===== src/hdl/mt_pkg.sv =====
// ----------------------------------------------------------------------------
// MT19937 package
// Types and constants shared by the generator's front queue, back sequencer
// and top level.
// ----------------------------------------------------------------------------
package mt_pkg;

    localparam int STATE_WORDS = 624;
    localparam int IDX_W       = 10;
    localparam int MID_DIST    = 397;

    localparam logic [31:0] INIT_MUL = 32'd1812433253;
    localparam logic [31:0] MATRIX   = 32'h9908b0df;
    localparam logic [31:0] UPPER    = 32'h80000000;
    localparam logic [31:0] LOWER    = 32'h7fffffff;
    localparam logic [31:0] TEMPER_B = 32'h9d2c5680;
    localparam logic [31:0] TEMPER_C = 32'hefc60000;

    localparam logic KIND_SEED = 1'b0;
    localparam logic KIND_DRAW = 1'b1;

    typedef struct packed {
        logic        is_draw;
        logic [31:0] seed;
    } cmd_t;

    typedef struct packed {
        logic busy;
        logic seeded;
    } back_status_t;

endpackage


===== src/hdl/mt_front.sv =====
// ----------------------------------------------------------------------------
// MT19937 front queue
// Accepts input transactions, classifies them as seed or draw commands and
// holds them in a two-entry queue until the back sequencer takes them.
// ----------------------------------------------------------------------------
module mt_front
(
    input  logic               clk,
    input  logic               rst_n,
    input  logic               in_valid,
    output logic               in_stall,
    input  logic               kind,
    input  logic [31:0]        seed_value,
    output logic               cmd_valid,
    output mt_pkg::cmd_t       cmd,
    input  logic               cmd_pop
);

    mt_pkg::cmd_t entry_reg [2];
    logic         wr_ptr_reg;
    logic         wr_ptr_next;
    logic         rd_ptr_reg;
    logic         rd_ptr_next;
    logic [1:0]   count_reg;
    logic [1:0]   count_next;
    logic         push;
    logic         pop;

    assign in_stall  = (count_reg == 2'd2);
    assign push      = in_valid && !in_stall;
    assign pop       = cmd_pop && cmd_valid;
    assign cmd_valid = (count_reg != 2'd0);
    assign cmd       = entry_reg[rd_ptr_reg];

    always_comb
    begin
        wr_ptr_next = push ? !wr_ptr_reg : wr_ptr_reg;
        rd_ptr_next = pop ? !rd_ptr_reg : rd_ptr_reg;
        count_next  = count_reg;
        if (push && !pop)
        begin
            count_next = count_reg + 2'd1;
        end
        else if (pop && !push)
        begin
            count_next = count_reg - 2'd1;
        end
    end

    always_ff @(posedge clk or negedge rst_n)
    begin
        if (!rst_n)
        begin
            wr_ptr_reg <= 1'b0;
            rd_ptr_reg <= 1'b0;
            count_reg  <= 2'd0;
        end
        else
        begin
            wr_ptr_reg <= wr_ptr_next;
            rd_ptr_reg <= rd_ptr_next;
            count_reg  <= count_next;
        end
    end

    always_ff @(posedge clk)
    begin
        if (push)
        begin
            entry_reg[wr_ptr_reg].is_draw <= (kind == mt_pkg::KIND_DRAW);
            entry_reg[wr_ptr_reg].seed    <= seed_value;
        end
    end

endmodule


===== config.mk =====
export PLATFORM = sky130hd
export DESIGN_NAME = mt_front
export DESIGN_NICKNAME = d
export VERILOG_FILES = /design/src/hdl/mt_pkg.sv /design/src/hdl/mt_front.sv
export SDC_FILE = /design/constraint.sdc
export NUM_CORES = 1
export LEC_CHECK = 0
export ABC_AREA = 0
export BUFFER_PORTS_ARGS = -buffer_cell sky130_fd_sc_hd__buf_4
export CAP_MARGIN = 5
export CORE_MARGIN = 4
export CORE_UTILIZATION = 47
export CTS_CLUSTER_DIAMETER = 100
export DETAILED_ROUTE_END_ITERATION = 7
export PLACE_DENSITY = 0.75
export SYNTH_ARGS = -nofsm -noshare
export SYNTH_HDL_FRONTEND = slang
export SYNTH_SLANG_ARGS = --single-unit

===== constraint.sdc =====
create_clock -name clk -period 2.42 [get_ports clk]
set_input_delay 0.121 -clock clk [delete_from_list [all_inputs] [get_ports clk]]
set_output_delay 0.121 -clock clk [all_outputs]
set_load 0.02 [all_outputs]

==> impl_results.md, run 1 <==
* Status: completed
* # setup viols final at 0
* Highest clock rate at 540 MHz
* DRT iter0 DRCs at 49
* Min Clock Period, post-route at approximately 1.9 ns
* DP Area at 3330 µm²
* Area grow syn2layout at 39.8%
* First-pass GRT wire length at 8080 µm
* Max incr delay on CP at 0.65 ns
* Switching component of the power at 0.00138 W
* Post-DRT Antenna Nets at 0
* Max-Cap Viols at 0
* Input/output buffers at slightly above 70
* Setup Skew at 0.00657 ns
* Reg clk slew, reported paths at 0.06 ns
* Worst R2R Setup Slack at 0.57 ns
* Clock Power Share at 0.173
* Worst Path Max Fanout at 20
* Post-CTS sizing at 0
* Flop and latch count out of synthesis at 70
* Total CTS buffers at 9
* CP bufs+invs at 2
* Gate power share at 0.405
* Sequential share of the synthesized area at 0.762
* Setup CP Type: register to primary output
* Post-DP HPWL at 3350 µm
* Most common cell after layout, fill and taps aside: buf_4
* Max-slew violations at 0
* Drt drc at 0
* Final Cycle Share at 0.765
* WHS at 0.0709 ns
* All-Layer GR Usage at 0.150
* Data arrival time of the worst path at 1.73 ns
* Clock sinks at 70
* Core Area at 5570 µm²
* Worst Hold Class: primary input to register
* Pre-antenna DRT Iters at 4
* Syn Nets at 160
* Overflow after GRT at 0
* Syn_area_per_cell at about 22 µm²
* Crit path cell chain: buf_12 -> mux2_4 -> buf_4
* Htree depth at 3
* P_leak at 1.55 nW
* Routed len/inst at 16.1 µm
* Final hold vios at 0
* Fillers at 385
* Routed vias/inst at approximately 4.6
* Die area at between 7000 and 8000 µm²
* Die Ht at 84.3 µm
* Share of cells above drive strength 1 at 0.496
* Setup Fix Bufs, Post-CTS at 0
* Final wirelength at roughly 5000 µm
* Worst setup EP type: primary output
* Total Power at 0.00431 W
* Mapped Area at 2730 µm²
* Final cell count without fillers at about 310
* Synth warn at 0
* Library cells used by synthesis at 16
* Routability Congestion at a little under 0.8
* Initial antenna violation count at 0
* Worst slew margin at 0.668
* Synth Instances at 122
* Area leader, netlist: edfxtp_1
* Critical Path RT at 2.30 ns
* Actual slew at the worst max-slew pin at 0.497 ns
* Clk root buf: clkbuf_8
* Post-route cell area at 3820 µm²
* Die Wd at 84.3 µm
* Initial Util at 0.490
* Flop pwr share at 0.422
* Number of flip-flops in the largest register at 66
* Internal at 0.00293 W
* Unrepaired setup endpoints after global routing: no
* Clock latency on the worst-skew pair at 0.33 ns
* # hold bufs at CTS at 34
* N_diodes at 0
* IO Pins at 72
* Synth top area share at 0.725
* Register area at 2080 µm²
* Area contributors post-synth: edfxtp_1 72%, mux2_4 16%, dfrtp_1 3.7%
* Max VDD drop at 0.766 mV
* Post-placement cell count at 264
* Most frequent cells in the layout: 73 x buf_4, 66 x edfxtp_1, 34 x dlygate4sd3_1, 29 x mux2_4, 9 x clkbuf_8
* Vias in the first global route at 1558
* CP top delay family: flip-flops
* Switching share of power at 0.321
* Clock Tree Buf Depth at 2
* Multi-input combinational cell area at 581 µm²
* Total negative slack at 0 ns
* Startpoint Class: register
* Pwr dens at 1130 nW/µm²
* Routed vias at 1458
* Site Rows at 27
* Crit-path slowest cell: dfrtp_2
* TritonCTS clock tree: done
* Final nets at roughly 280
* Largest net degree at the start of global routing at 34
==> per-layer routing <==
| metal | vias up | wire [µm] | track usage |
|---|---|---|---|
| li1 | 698 | - | - |
| met1 | 710 | 2070 | 0.179 |
| met2 | 46 | 2660 | 0.255 |
| met3 | 4 | 271 | 0.0520 |
| met4 | 0 | 44 | 0.0526 |
| met5 | - | 0 | 0 |
==> power by group through the flow <==
stage / clock [W] / combinational [W] / sequential, W
finish: 0.000746 / 0.00175 / 0.00182
global route: 0.000839 / 0.00185 / 0.00185
CTS: 0.000769 / 0.00177 / 0.00182
detailed placement: 0 / 0.00172 / 0.00184
global placement: 0 / 0.00168 / 0.00182
floorplan: 0 / 0.00127 / 0.00176
==> stage by stage <==
step                      utilization  setup WS, ns
after floorplan                     -         0.520
after global placement          0.597         0.704
after detailed placement        0.597         0.555
after CTS                       0.686         0.547
after global routing            0.686         0.415
final                           0.686         0.569
==> tightest hold or removal path, cell delays in order <==
cell and delay, ns:
buf_4 0.11, nand2_2 0.07, xnor2_1 0.06
==> final cells by class <==
class                      count  share of cell area
tap                           72              0.0236
timing repair buffer         108               0.238
clock inverter                 2             0.00229
clock buffer                  14              0.0373
multi-input combinational     46               0.152
inverter                       2             0.00196
sequential                    70               0.545
==> synth_stat cells <==
cell      number
ha_1           1
nand2_1        1
buf_12         3
edfxtp_1      66
inv_1          2
or2_1          1
nand2_2        1
and3_1         1
dfrtp_1        4
xnor2_1        3
xor2_1         2
buf_6          1
mux2_2         4
nand2b_1       1
mux2_4        29
nor2_1         2
==> final timing paths <==
path / start / cells past startpoint / endpoint
setup / recovery: rd_ptr_reg / 3 / cmd[20]
hold / removal: cmd_pop / 3 / rd_ptr_reg
setup reg to reg: count_reg[0] / 4 / entry_reg[0][4]
hold reg to reg: count_reg[1] / 1 / count_reg[1]
max in group asynchronous: rst_n / 2 / rd_ptr_reg
min in group asynchronous: rst_n / 2 / wr_ptr_reg
==> logic make-up (layout without fill, tap and decap cells) <==
logic type / after synthesis / in the layout / share of synthesized area
DFF: 70 / 70 / 0.762
and+or+nand+nor: 7 / 7 / 0.0133
adders and majority gates: 1 / 1 / 0.00458
muxes: 33 / 33 / 0.176
xor gates and xnor gates: 5 / 5 / 0.0160
buffers and inverters: 6 / 126 / 0.0288
Power figures use the tool's default switching activity.
==> run 2, diff against run 1 <==
Settings changed: CORE_UTILIZATION 47 to 51, PLACE_DENSITY 0.75 to 0.78.
Clock period 2.42 ns to 1.9 ns, I/O delays scaled along.
==> impl_results.md, run 2 (same netlist as run 1, synthesis figures left out) <==
* Worst setup EP type: primary output
* Overflow after GRT at 0 (unchanged)
* Worst Hold Path EP: rd_ptr_reg
* Critical Path RT at 1.80 ns (-0.50 ns)
* Post-DP HPWL at 3270 µm (-2.3%)
* Setup CP Type: register to primary output
* Most common cell after layout, fill and taps aside: buf_4
* Share of cells above drive strength 1 at 0.522 (+0.0266)
* Post-DRT Antenna Nets at 0 (unchanged)
* Final wirelength at 5110 µm (+1.2%)
* Final Cycle Share at 0.866
* Min Clock Period, post-route at between 1.5 and 2 ns
* Die Ht at 81.2 µm (-3.6%)
* Pre-antenna DRT Iters at 5 (+1)
* DRT iter0 DRCs at 68 (+39%)
* P_leak at 1.59 nW (+2.4%)
* Setup Skew at 0.00899 ns (+0.00242 ns)
* Reg2Reg Capture Point: count_reg[1]
* Worst R2R Setup Slack at 0.30 ns (-0.27 ns)
* Most frequent cells in the layout: 77 x buf_4, 66 x edfxtp_1, 34 x dlygate4sd3_1, 29 x mux2_4, 9 x clkbuf_8
* Input/output buffers at 71 (unchanged)
* Max-slew violations at 0 (unchanged)
* First-pass GRT wire length at 7730 µm (-4.3%)
* Worst R2R Start: count_reg[0]
* Clock Tree Buf Depth at 2 (unchanged)
* Final cell count without fillers at 315 (+0.32%)
* Metal3 WL at 285 µm (+5.2%)
* Setup Fix Bufs, Post-CTS at 0 (unchanged)
* Worst slew margin at 0.755 (+0.0871)
* Area grow syn2layout at 42.3%
* Top Metal Used: met4
* Crit path cell chain: buf_4 -> mux2_4 -> buf_4
* Number of flip-flops in the largest register at 66 (unchanged)
* Routed vias at 1474 (+1.1%)
* Met1 Wirelength at 2080 µm (+0.44%)
* Max VDD drop at 1.16 mV (+51%)
* Core Area at 5140 µm² (-7.8%)
* Routed len/inst at 16.2 µm (+0.93%)
* Largest net degree at the start of global routing at 23 (-32%)
* Status: completed
* Die Wd at 81.2 µm (-3.6%)
* Fillers at 318 (-17%)
* Hold Startpoint: cmd_pop
* N_diodes at 0 (unchanged)
* IO Pins at 72 (unchanged)
* Startpoint Class: register
* Routed vias/inst at 4.68 (+0.78%)
* Clock sinks at 70 (unchanged)
* Worst Hold Class: primary input to register
* Clock latency on the worst-skew pair at 0.33 ns (about the same)
* Routability Congestion at 0.673 (-13%)
* Worst Path Max Fanout at 20 (unchanged)
* Pwr dens at 1490 nW/µm² (+32%)
* Vias in the first global route at 1614 (+3.6%)
* Routed length on met2 at 2710 µm (+1.7%)
* All-Layer GR Usage at 0.166 (+0.0160)
* Total CTS buffers at 9 (unchanged)
* Clk root buf: clkbuf_8
* Actual slew at the worst max-slew pin at 0.367 ns (-0.130 ns)
* R2r worst-path depth at 7 (+3)
* Highest clock rate at 608 MHz
* Reg clk slew, reported paths at 0.07 ns (about the same)
* Worst hold path depth at 3 (unchanged)
* Final nets at 278 (+1.1%)
* Data arrival time of the worst path at 1.55 ns (-0.18 ns)
* Post-placement cell count at 265 (+0.38%)
* TritonCTS clock tree: done
* Initial antenna violation count at 0 (unchanged)
* Initial Util at 0.532 (+0.0414)
* Unrepaired setup endpoints after global routing: no
* Site Rows at 26 (-3.7%)
* Most frequent CP cell: buf_4
* Htree depth at 3 (unchanged)
* Total negative slack at 0 ns (unchanged)
* Die area at 6600 µm² (-7.1%)
* Max-Cap Viols at 0 (unchanged)
* Max incr delay on CP at 0.36 ns (-0.29 ns)
* Drt drc at 0 (unchanged)
* Final hold vios at 0 (unchanged)
* # setup viols final at 0 (unchanged)
* Crit-path slowest cell: dfrtp_2
[run 2: power by group]
part | internal, W | switching [W] | total (W)
sequential | 0.00212 | 0.000122 | 0.00224
clock | 0.000729 | 0.000516 | 0.00125
combinational | 0.00114 | 0.00116 | 0.00230
[run 2: metal layers]
| metal | GRT usage | vias up |
|---|---|---|
| met3 | 0.0599 | 6 |
| met1 | 0.180 | 715 |
| met2 | 0.303 | 49 |
| met5 | 0 | - |
| met4 | 0.0507 | 0 |
| li1 | - | 704 |
[run 2: how the worst max path moves through the flow]
stage	start	endpoint	slack, ns	depth (start not counted)
6_report	rd_ptr_reg	cmd[14]	0.26	3
3_5_place_dp	count_reg[0]	count_reg[1]	0.36	7
3_3_place_gp	count_reg[0]	count_reg[1]	0.48	7
2_1_floorplan	count_reg[0]	entry_reg[0][0]	0.0002	3
5_1_grt	count_reg[0]	count_reg[1]	0.17	7
4_1_cts	rd_ptr_reg	cmd[9]	0.24	3
[run 2: cell type report]
cell class | count | area, µm² | share of cell area
Tap cell | 70 | 87.6 | 0.0225
Sequential cell | 70 | 2080 | 0.536
Clock buffer | 9 | 124 | 0.0318
Timing Repair Buffer | 111 | 918 | 0.236
Inverter | 2 | 7.51 | 0.00193
Clock inverter | 7 | 88.8 | 0.0228
Multi-Input combinational cell | 46 | 581 | 0.149
[run 2: timing repair]
action,in CTS,in global routing
resized for setup,0,0
hold buffers,34,0
endpoints found under the hold margin,70,0
[run 2: through the flow]
stage                      util  hold slack [ns]  instance area [µm²]  setup WS, ns  total power [W]
final                     0.757           0.0410                 3890         0.255          0.00579
after global routing      0.757           0.0180                 3890         0.167          0.00606
after CTS                 0.757           0.0238                 3890         0.242          0.00582
after detailed placement  0.649           -0.103                 3340         0.356          0.00454
after global placement    0.649           -0.109                 3340         0.475          0.00445
after floorplan               -           -0.201                 2740      0.000156          0.00385
[run 2: critical path, delay by kind of cell (launching register included)]
kind,cells,cell delay [ns]
buffers and inverters,2,0.50
muxes,1,0.35
DFF,1,0.36
